$ cat src/sv/mcmp_pkg.sv
package mcmp_pkg;

  typedef enum logic [1:0] {
    KIND_NOTE_OFF = 2'd0,
    KIND_NOTE_ON  = 2'd1,
    KIND_CTRL     = 2'd2,
    KIND_PROGRAM  = 2'd3
  } msg_kind_e;

  // Bytes of an open message taken so far, the status byte included.
  localparam logic [1:0] HELD_NONE   = 2'd0;
  localparam logic [1:0] HELD_STATUS = 2'd1;
  localparam logic [1:0] HELD_FIRST  = 2'd2;

  localparam int unsigned StatusFlagBit = 7;

  typedef struct packed {
    msg_kind_e   msg_kind;
    logic [3:0]  chan;
    logic [7:0]  data_one;
    logic [7:0]  data_two;
  } msg_t;

  // True for the status nibbles that open a supported channel message.
  function automatic logic status_known(input logic [7:0] status);
    logic known;
    case (status[7:4])
      4'h8, 4'h9, 4'hB, 4'hC: known = 1'b1;
      default:                known = 1'b0;
    endcase
    return known;
  endfunction

  function automatic msg_kind_e status_kind(input logic [7:0] status);
    msg_kind_e kind;
    case (status[7:4])
      4'h8:    kind = KIND_NOTE_OFF;
      4'h9:    kind = KIND_NOTE_ON;
      4'hB:    kind = KIND_CTRL;
      default: kind = KIND_PROGRAM;
    endcase
    return kind;
  endfunction

endpackage

$ cat src/sv/mcmp_byte_if.sv
interface mcmp_byte_if;
  logic       valid;
  logic       ready;
  logic [7:0] midi_byte;

  modport source (output valid, output midi_byte, input ready);
  modport sink   (input valid, input midi_byte, output ready);
endinterface

$ cat src/sv/mcmp_msg_if.sv
interface mcmp_msg_if;
  logic       valid;
  logic       ready;
  logic [1:0] msg_kind;
  logic [3:0] chan;
  logic [7:0] data_one;
  logic [7:0] data_two;

  modport source (output valid, output msg_kind, output chan, output data_one,
                  output data_two, input ready);
  modport sink   (input valid, input msg_kind, input chan, input data_one,
                  input data_two, output ready);
endinterface

$ cat src/sv/mcmp_in_reg.sv
module mcmp_in_reg (
  input  logic       clk_i,
  input  logic       rst_ni,
  input  logic       valid_i,
  input  logic [7:0] midi_byte_i,
  output logic       ready_o,
  output logic       valid_o,
  output logic [7:0] midi_byte_o,
  input  logic       ready_i
);
  logic       valid_q;
  logic       valid_d;
  logic [7:0] byte_q;

  assign ready_o = !valid_q || ready_i;
  assign valid_d = ready_o ? valid_i : valid_q;

  always_ff @(posedge clk_i or negedge rst_ni) begin
    if (!rst_ni) begin
      valid_q <= 1'b0;
    end else begin
      valid_q <= valid_d;
    end
  end

  always_ff @(posedge clk_i) begin
    if (valid_i && ready_o) begin
      byte_q <= midi_byte_i;
    end
  end

  assign valid_o     = valid_q;
  assign midi_byte_o = byte_q;
endmodule

$ cat src/sv/mcmp_parser.sv
module mcmp_parser (
  input  logic          clk_i,
  input  logic          rst_ni,
  input  logic          valid_i,
  input  logic [7:0]    midi_byte_i,
  output logic          ready_o,
  output logic          res_valid_o,
  output mcmp_pkg::msg_t res_o,
  input  logic          res_ready_i
);
  import mcmp_pkg::*;

  logic       in_msg_q, in_msg_d;
  logic [1:0] held_q, held_d;
  logic [7:0] status_q, status_d;
  logic [7:0] first_q, first_d;
  logic       consume;
  logic       emit;
  msg_kind_e  kind;
  logic       is_program;

  assign ready_o    = res_ready_i;
  assign consume    = valid_i && res_ready_i;
  assign kind       = status_kind(status_q);
  assign is_program = (kind == KIND_PROGRAM);

  always_comb begin
    in_msg_d = in_msg_q;
    held_d   = held_q;
    status_d = status_q;
    first_d  = first_q;
    emit     = 1'b0;
    if (consume) begin
      if (!in_msg_q) begin
        if (midi_byte_i[StatusFlagBit]) begin
          status_d = midi_byte_i;
          in_msg_d = status_known(midi_byte_i);
          held_d   = status_known(midi_byte_i) ? HELD_STATUS : HELD_NONE;
        end
      end else if (!status_known(status_q)) begin
        in_msg_d = 1'b0;
        held_d   = HELD_NONE;
      end else if (held_q == HELD_STATUS && !is_program) begin
        first_d = midi_byte_i;
        held_d  = HELD_FIRST;
      end else begin
        // Any other count completes the message with this byte.
        emit     = 1'b1;
        in_msg_d = 1'b0;
        held_d   = HELD_NONE;
      end
    end
  end

  always_comb begin
    res_o.msg_kind = kind;
    res_o.chan     = status_q[3:0];
    res_o.data_one = is_program ? midi_byte_i : first_q;
    res_o.data_two = is_program ? 8'd0 : midi_byte_i;
  end

  assign res_valid_o = emit;

  always_ff @(posedge clk_i or negedge rst_ni) begin
    if (!rst_ni) begin
      in_msg_q <= 1'b0;
      held_q   <= HELD_NONE;
      status_q <= 8'd0;
      first_q  <= 8'd0;
    end else begin
      in_msg_q <= in_msg_d;
      held_q   <= held_d;
      status_q <= status_d;
      first_q  <= first_d;
    end
  end

`ifndef NO_ASSERTIONS
  a_open_count: assert property (@(posedge clk_i) disable iff (!rst_ni)
    in_msg_q |-> (held_q == HELD_STATUS || held_q == HELD_FIRST))
    else $error("open message with bad byte count");
  a_idle_count: assert property (@(posedge clk_i) disable iff (!rst_ni)
    !in_msg_q |-> held_q == HELD_NONE)
    else $error("idle parser holds bytes");
  a_emit_closes: assert property (@(posedge clk_i) disable iff (!rst_ni)
    emit |=> !in_msg_q && $stable(status_q))
    else $error("message not closed after result");
  a_emit_needs_open: assert property (@(posedge clk_i) disable iff (!rst_ni)
    emit |-> in_msg_q && consume)
    else $error("result without an open message");
`endif
endmodule

$ cat src/sv/mcmp_out_reg.sv
module mcmp_out_reg (
  input  logic           clk_i,
  input  logic           rst_ni,
  input  logic           valid_i,
  input  mcmp_pkg::msg_t msg_i,
  output logic           ready_o,
  output logic           valid_o,
  output mcmp_pkg::msg_t msg_o,
  input  logic           ready_i
);
  import mcmp_pkg::*;

  logic valid_q;
  logic valid_d;
  msg_t msg_q;

  assign ready_o = !valid_q || ready_i;
  assign valid_d = ready_o ? valid_i : valid_q;

  always_ff @(posedge clk_i or negedge rst_ni) begin
    if (!rst_ni) begin
      valid_q <= 1'b0;
    end else begin
      valid_q <= valid_d;
    end
  end

  always_ff @(posedge clk_i) begin
    if (valid_i && ready_o) begin
      msg_q <= msg_i;
    end
  end

  assign valid_o = valid_q;
  assign msg_o   = msg_q;
endmodule

$ cat src/sv/midi_channel_message_parser.sv
// Parser for MIDI channel voice messages. One received byte enters per
// transaction on byte_i, and each finished note off, note on, control change
// or program change message leaves as one transaction on msg_o, carrying the
// kind, the channel from the low nibble of the status byte and the data bytes
// (data_two is zero for program change). While idle, a byte with bit 7 set
// opens a message and a byte with bit 7 clear is ignored; once a message is
// open, every byte is taken as data, even one with bit 7 set. A status byte of
// any other kind is dropped at once. There is no running status and no system
// or realtime message handling. The block takes one byte every clock cycle
// while msg_o keeps up. A byte accepted into the input register waits there
// until the parser works on it, and a result that the parser completes is
// loaded into the output register, which drives msg_o. The parser advances
// only when the output register can take a result. While msg_o is stalled
// with a result waiting, the parser holds, one more byte can still enter the
// input register, and byte_i then stalls until msg_o accepts the waiting
// result.
module midi_channel_message_parser (
  input  logic               clk_i,
  input  logic               rst_ni,
  mcmp_byte_if.sink          byte_i,
  mcmp_msg_if.source         msg_o
);
  import mcmp_pkg::*;

  // Input register to parser.
  logic       in_valid;
  logic [7:0] in_byte;
  logic       parse_ready;

  // Parser to result register.
  logic       res_valid;
  msg_t       res_msg;
  logic       res_ready;

  msg_t       out_msg;

  mcmp_in_reg u_in_reg (
    .clk_i       (clk_i),
    .rst_ni      (rst_ni),
    .valid_i     (byte_i.valid),
    .midi_byte_i (byte_i.midi_byte),
    .ready_o     (byte_i.ready),
    .valid_o     (in_valid),
    .midi_byte_o (in_byte),
    .ready_i     (parse_ready)
  );

  // The parser consumes a byte only when the result register can take a
  // result, so the state never moves ahead of a result that has no room.
  mcmp_parser u_parser (
    .clk_i       (clk_i),
    .rst_ni      (rst_ni),
    .valid_i     (in_valid),
    .midi_byte_i (in_byte),
    .ready_o     (parse_ready),
    .res_valid_o (res_valid),
    .res_o       (res_msg),
    .res_ready_i (res_ready)
  );

  mcmp_out_reg u_out_reg (
    .clk_i   (clk_i),
    .rst_ni  (rst_ni),
    .valid_i (res_valid),
    .msg_i   (res_msg),
    .ready_o (res_ready),
    .valid_o (msg_o.valid),
    .msg_o   (out_msg),
    .ready_i (msg_o.ready)
  );

  assign msg_o.msg_kind = out_msg.msg_kind;
  assign msg_o.chan     = out_msg.chan;
  assign msg_o.data_one = out_msg.data_one;
  assign msg_o.data_two = out_msg.data_two;
endmodule
$ cat src/flat_wrapper.sv
// flat-port wrapper written by rule: the top's interface ports become plain ports
module midi_channel_message_parser_flat import mcmp_pkg::*;
  (clk_i, rst_ni, byte_i_valid, byte_i_midi_byte, byte_i_ready, msg_o_valid, msg_o_msg_kind, msg_o_chan, msg_o_data_one, msg_o_data_two, msg_o_ready);
  mcmp_byte_if byte_i_i ();
  mcmp_msg_if msg_o_i ();
  input  logic clk_i;
  input  logic rst_ni;
  input wire logic [$bits(byte_i_i.valid)-1:0] byte_i_valid;
  input wire logic [$bits(byte_i_i.midi_byte)-1:0] byte_i_midi_byte;
  output wire logic [$bits(byte_i_i.ready)-1:0] byte_i_ready;
  output wire logic [$bits(msg_o_i.valid)-1:0] msg_o_valid;
  output wire logic [$bits(msg_o_i.msg_kind)-1:0] msg_o_msg_kind;
  output wire logic [$bits(msg_o_i.chan)-1:0] msg_o_chan;
  output wire logic [$bits(msg_o_i.data_one)-1:0] msg_o_data_one;
  output wire logic [$bits(msg_o_i.data_two)-1:0] msg_o_data_two;
  input wire logic [$bits(msg_o_i.ready)-1:0] msg_o_ready;
  assign byte_i_i.valid = byte_i_valid;
  assign byte_i_i.midi_byte = byte_i_midi_byte;
  assign byte_i_ready = byte_i_i.ready;
  assign msg_o_valid = msg_o_i.valid;
  assign msg_o_msg_kind = msg_o_i.msg_kind;
  assign msg_o_chan = msg_o_i.chan;
  assign msg_o_data_one = msg_o_i.data_one;
  assign msg_o_data_two = msg_o_i.data_two;
  assign msg_o_i.ready = msg_o_ready;
  midi_channel_message_parser u_core (.clk_i(clk_i), .rst_ni(rst_ni), .byte_i(byte_i_i), .msg_o(msg_o_i));
endmodule
$ cat config.mk
export PLATFORM = sky130hd
export DESIGN_NAME = midi_channel_message_parser_flat
export DESIGN_NICKNAME = d
export VERILOG_FILES = /design/src/sv/mcmp_pkg.sv /design/src/sv/mcmp_byte_if.sv /design/src/sv/mcmp_msg_if.sv /design/src/sv/mcmp_in_reg.sv /design/src/sv/mcmp_parser.sv /design/src/sv/mcmp_out_reg.sv /design/src/sv/midi_channel_message_parser.sv /design/src/flat_wrapper.sv
export SDC_FILE = /design/constraint.sdc
export NUM_CORES = 1
export LEC_CHECK = 0
export ABC_AREA = 1
export BUFFER_PORTS_ARGS = -buffer_cell sky130_fd_sc_hd__buf_2
export CAP_MARGIN = 20
export CORE_MARGIN = 3
export CORE_UTILIZATION = 41
export DETAILED_ROUTE_END_ITERATION = 8
export PLACE_DENSITY = 0.6
export SYNTH_ARGS = -nofsm -noshare
export SYNTH_HDL_FRONTEND = slang
export SYNTH_SLANG_ARGS = --single-unit
$ cat constraint.sdc
create_clock -name clk_i -period 2.75 [get_ports clk_i]
set_clock_uncertainty 0.1 [all_clocks]
set_input_delay 0.55 -clock clk_i [delete_from_list [all_inputs] [get_ports clk_i]]
set_output_delay 0.55 -clock clk_i [all_outputs]
set_load 0.01 [all_outputs]
==> results of run 1 <==
[routing by layer]
metal,part of all wire,global-route usage
met1,0.47,0.179
met2,0.46,0.217
met3,0.047,0.0290
met4,0.019,0.0641
met5,0,0
[power groups by stage]
stage | registers, mW | logic (mW) | clock network, mW
finish | 1.20 | 0.677 | 0.410
global route | 1.23 | 0.797 | 0.454
CTS | 1.20 | 0.693 | 0.420
detailed placement | 1.21 | 0.690 | 0
global placement | 1.21 | 0.677 | 0
floorplan | 1.23 | 0.504 | 0
[state kept, by name, indices dropped and copies added, names as in the netlist]
name                         flops
u_core.u_in_reg.midi_byte_o      8
u_core.u_in_reg.valid_o          1
u_core.u_out_reg.msg_o          22
u_core.u_out_reg.valid_o         1
u_core.u_parser.first_q          8
u_core.u_parser.held_q           2
u_core.u_parser.in_msg_q         1
u_core.u_parser.status_q         8
[how the worst max path moves through the flow]
stage	slack [ns]	start	depth (start not counted)	endpoint
after floorplan	0.75	msg_o_ready	6	u_core.u_out_reg.msg_o[0]
after global placement	0.76	msg_o_ready	8	u_core.u_out_reg.msg_o[8]
after detailed placement	0.72	msg_o_ready	8	u_core.u_out_reg.msg_o[9]
after CTS	0.96	u_core.u_out_reg.valid_o	6	u_core.u_out_reg.msg_o[6]
after global routing	0.89	u_core.u_out_reg.valid_o	6	u_core.u_out_reg.msg_o[13]
final	1.00	u_core.u_out_reg.valid_o	6	u_core.u_out_reg.msg_o[6]
[final cells by class]
type,instances,area [um^2]
repair buffers,36,183
multi-input cells,104,489
inverters,19,71.3
fillers,426,2200
well taps,65,81.3
clock inverters,2,12.5
flip-flops and latches,51,1430
clock buffers,6,72.6
[layout by cell type (no fill, tap or decap), types with 2 or more instances in the layout]
cell type | Yosys | routed
a21oi_1 | 9 | 9
buf_2 | 0 | 35
clkbuf_8 | 0 | 5
dfrtp_1 | 21 | 21
edfxtp_1 | 30 | 30
inv_1 | 15 | 15
inv_2 | 4 | 4
nand2_1 | 46 | 46
nand2_2 | 3 | 3
nand2_4 | 2 | 2
nand3_1 | 20 | 20
nor2_1 | 19 | 19
nor2_4 | 3 | 3
[worst max-delay path, stage by stage, from the launching register on]
cell and delay, ns:
dfrtp_1 0.40, nand2_1 0.10, nand2_2 0.10, nor2_4 0.24
nand3_1 0.15, inv_1 0.07, buf_4 0.27
[cell families after synthesis]
family	share of synthesized area
DFF	0.712
and+or+nand+nor	0.219
AOI/OAI and AO/OA	0.0250
buffers and inverters	0.0431
==> flow_summary.toml, run 1 <==
[clock_network]
numCtsBuffers = 5
cts-root-buf = "clkbuf_8"
clock-sinks = 51
clockBufferDepth = 2
cts-resized-gates = 0
cts_setup_buffers = 0
cts_tree = "built"
holdBufCountCts = 0
clk_pin_slew_worst_paths_ns = 0.08
cts_max_level = 2
insertion_delay_ns = 0.30

[global_routing]
grt_pass1_vias = 1247
gr-total-overflow = 0
grt_first_pass_wirelength_mm = 5.75
grt_max_degree = 26
grtUsageTotal = 0.137
antenna_found_initial = 0

[floorplanning]
dieArea_mm2 = 0.00576
start_util = 0.442
die_y_um = 75.9
rows = 24
design.portCount = 36
coreArea_mm2 = 0.00453
die_x_um = 75.9

[critical_path]
critical_path_class = "flip-flop to flip-flop"
endpoint_kind = "flip-flop"
worstRegToRegCells = 6
arrival_ns = 1.63
rrSetupSlack_ns = 1.00
required_ns = 2.63
critPathMaxFanout = 22
r2r-end = "u_core.u_out_reg.msg_o[6]"
cp-start-kind = "flip-flop"
r2r_start = "u_core.u_out_reg.valid_o"

[yosys]
synth_top_area_cell = "edfxtp_1"
async_reset_ff_frac = 0.412
yosysSeqAreaShare = 0.712
syn_area_per_cell_um2 = 11.4
mappedNetlistArea_mm2 = 0.00200
synth_top_cells_by_count = "nand2_1, edfxtp_1, dfrtp_1"
ys_warn_count = 0
synth.area.top_cells = "edfxtp_1, dfrtp_1, nand2_1"
synth_edf_count = 30
syn-num-nets = 188
synth_flop_cell = "edfxtp_1"
yosysMostFrequentCell = "nand2_1"
yosys.cell_types.count = 14
syn-instance-count = 176
ys_ff_latch = 51
netlist.area_leader.share = 0.450

[power_and_ir_drop]
power.net_switching_mw = 0.795
p_int_mw = 1.49
peakVddDrop_uv = 394
p_total_mw = 2.29
swShare = 0.348
clkPwrFrac = 0.179
power_frac_seq = 0.525
powerDensity_mw_per_mm2 = 979
combPwrFrac = 0.296
power.leakage_nw = 1.12

[sta]
slew_violations = 0
max_freq_mhz = 572
setup_violations = 0
setup_ws_ns = 1.00
holdWs_ns = 0.101
period_minus_slack_ns = 1.75
worst_slew_pin_slew_ns = 0.487
period_share = 0.636
finalSetupTns_ns = 0
hold_viol_final = 0
maxSlewHeadroom = 0.675
rsz0062_at_grt = "no"

[place]
portBuffers = 35
dpl.cell_count = 275
routabilityCongestion = 0.794
dpl.hpwl_mm = 2.38
dpl_cell_area_mm2 = 0.00225
dp_slack_ns = 0.718

[route]
wl_mm = 3.33
vias = 1275
ant_nets = 0
first_pass_iters = 4
drc_errors = 0
vias_per_cell = 4.51
initialDrtViolationCount = 114
wl_per_cell_um = 11.8

[layout]
insertedDiodeCount = 0
drive_gt1_frac = 0.257
nets = 229
area_growth_pct = 16.7
stdcell_area_mm2 = 0.00234
final_util = 0.515
fin_cells = 283

[job]
maxCapViolCount = 0

[hold_path]
hold_class = "input pin to async pin"

[status]
status = "finished clean"
Note: power is estimated with default switching activity, not from simulation.
==> run 2, diff against run 1 <==
clock period = 1.8 ns   (was 2.75 ns; I/O delays follow)
==> flow_summary.toml, run 2 (synthesis results as in run 1) <==
[global_routing]
grtUsageTotal = 0.139
grt_max_degree = 26
grt_first_pass_wirelength_mm = 5.71
antenna_found_initial = 0
gr-total-overflow = 0
grt_pass1_vias = 1248

[sta]
worst_slew_pin_slew_ns = 0.478
max_freq_mhz = 651
rsz0062_at_grt = "no"
hold_viol_final = 0
maxSlewHeadroom = 0.681
slew_violations = 0
period_minus_slack_ns = 1.54
period_share = 0.853
finalSetupTns_ns = 0
setup_violations = 0

[clock_network]
numCtsBuffers = 5
cts_tree = "built"
holdBufCountCts = 1
cts_max_level = 2
cts-resized-gates = 0
clockBufferDepth = 2
clock-sinks = 51
clk_pin_slew_worst_paths_ns = 0.09
insertion_delay_ns = 0.30
cts-root-buf = "clkbuf_8"
cts_setup_buffers = 0

[route]
vias = 1315
first_pass_iters = 4
wl_per_cell_um = 12.4
drc_errors = 0
initialDrtViolationCount = 94
wl_mm = 3.54
vias_per_cell = 4.60
ant_nets = 0

[floorplanning]
die_y_um = 75.9
design.portCount = 36
start_util = 0.442
dieArea_mm2 = 0.00576
die_x_um = 75.9
coreArea_mm2 = 0.00453
rows = 24

[critical_path]
critical_path_class = "flip-flop to flip-flop"
path_buf_inv = 2
cp-start-kind = "flip-flop"
endpoint_kind = "flip-flop"
cp_slowest_cell = "dfrtp_1"
path_delay_family = "simple AND/OR/NAND/NOR gates"
arrival_ns = 1.45
slowest_delay_ns = 0.40
critPathMaxFanout = 9
cp_cell_sequence = "nand2_1 -> nand2_2 -> nor2_4 -> nand3_1 -> clkinvlp_4 -> buf_4"
required_ns = 1.72

[layout]
nets = 232
insertedDiodeCount = 0
stdcell_area_mm2 = 0.00238
layout_commonest_cell = "nand2_1"
largest_reg_flops = 22
layout_common_cells = "nand2_1, buf_2, edfxtp_1"
area_growth_pct = 18.8
drive_gt1_frac = 0.262
fillers = 415

[power_and_ir_drop]
peakVddDrop_uv = 578
p_total_mw = 3.57
powerDensity_mw_per_mm2 = 1500
power.leakage_nw = 1.13

[job]
maxCapViolCount = 0

[status]
status = "finished clean"

[place]
dpl_cell_area_mm2 = 0.00228
portBuffers = 35
routabilityCongestion = 0.797
dpl.hpwl_mm = 2.54

[hold_path]
hold_class = "input pin to flip-flop"
## run 2: final cells by class
type / count / area (um^2) / area share
sequential: 51 / 1430 / 0.600
multi-input combinational: 104 / 489 / 0.206
timing repair buffer: 39 / 220 / 0.0926
tap: 65 / 81.3 / 0.0342
inverter: 19 / 75.1 / 0.0316
clock buffer: 6 / 72.6 / 0.0305
clock inverter: 2 / 12.5 / 0.00526
## run 2: final timing paths
path                                                  start  slack [ns]  cells past startpoint                        endpoint
worst max register to register     u_core.u_out_reg.valid_o        0.26                      6      u_core.u_out_reg.msg_o[11]
worst min register to register  u_core.u_parser.status_q[0]        0.36                      0      u_core.u_out_reg.msg_o[16]
max in group asynchronous                            rst_ni        0.83                      2        u_core.u_out_reg.valid_o
worst max-delay path               u_core.u_out_reg.valid_o        0.26                      6      u_core.u_out_reg.msg_o[11]
worst min-delay path                    byte_i_midi_byte[3]        0.13                      1  u_core.u_in_reg.midi_byte_o[3]
min in group asynchronous                            rst_ni        0.44                      2      u_core.u_parser.first_q[6]
## run 2: layer usage
metal	track usage	wire length, um	vias up
li1	-	-	660
met1	0.169	1530	617
met2	0.234	1790	30
met3	0.0277	142	8
met4	0.0718	74	0
met5	0	0	-
## run 2: through the flow
step,utilization,worst slack [ns],std cells,hold slack [ns]
3_5_place_dp,0.503,0.185,277,0.259
3_3_place_gp,0.503,0.202,277,0.252
2_1_floorplan,-,0.0953,176,-0.0356
6_report,0.524,0.265,286,0.126
4_1_cts,0.524,0.251,286,0.117
5_1_grt,0.524,0.170,286,0.118
## run 2: power by group
part	switching, mW	total [mW]	internal (mW)
sequential	0.163	1.83	1.66
clock	0.371	0.644	0.273
combinational	0.718	1.10	0.377
total	1.25	3.57	2.31
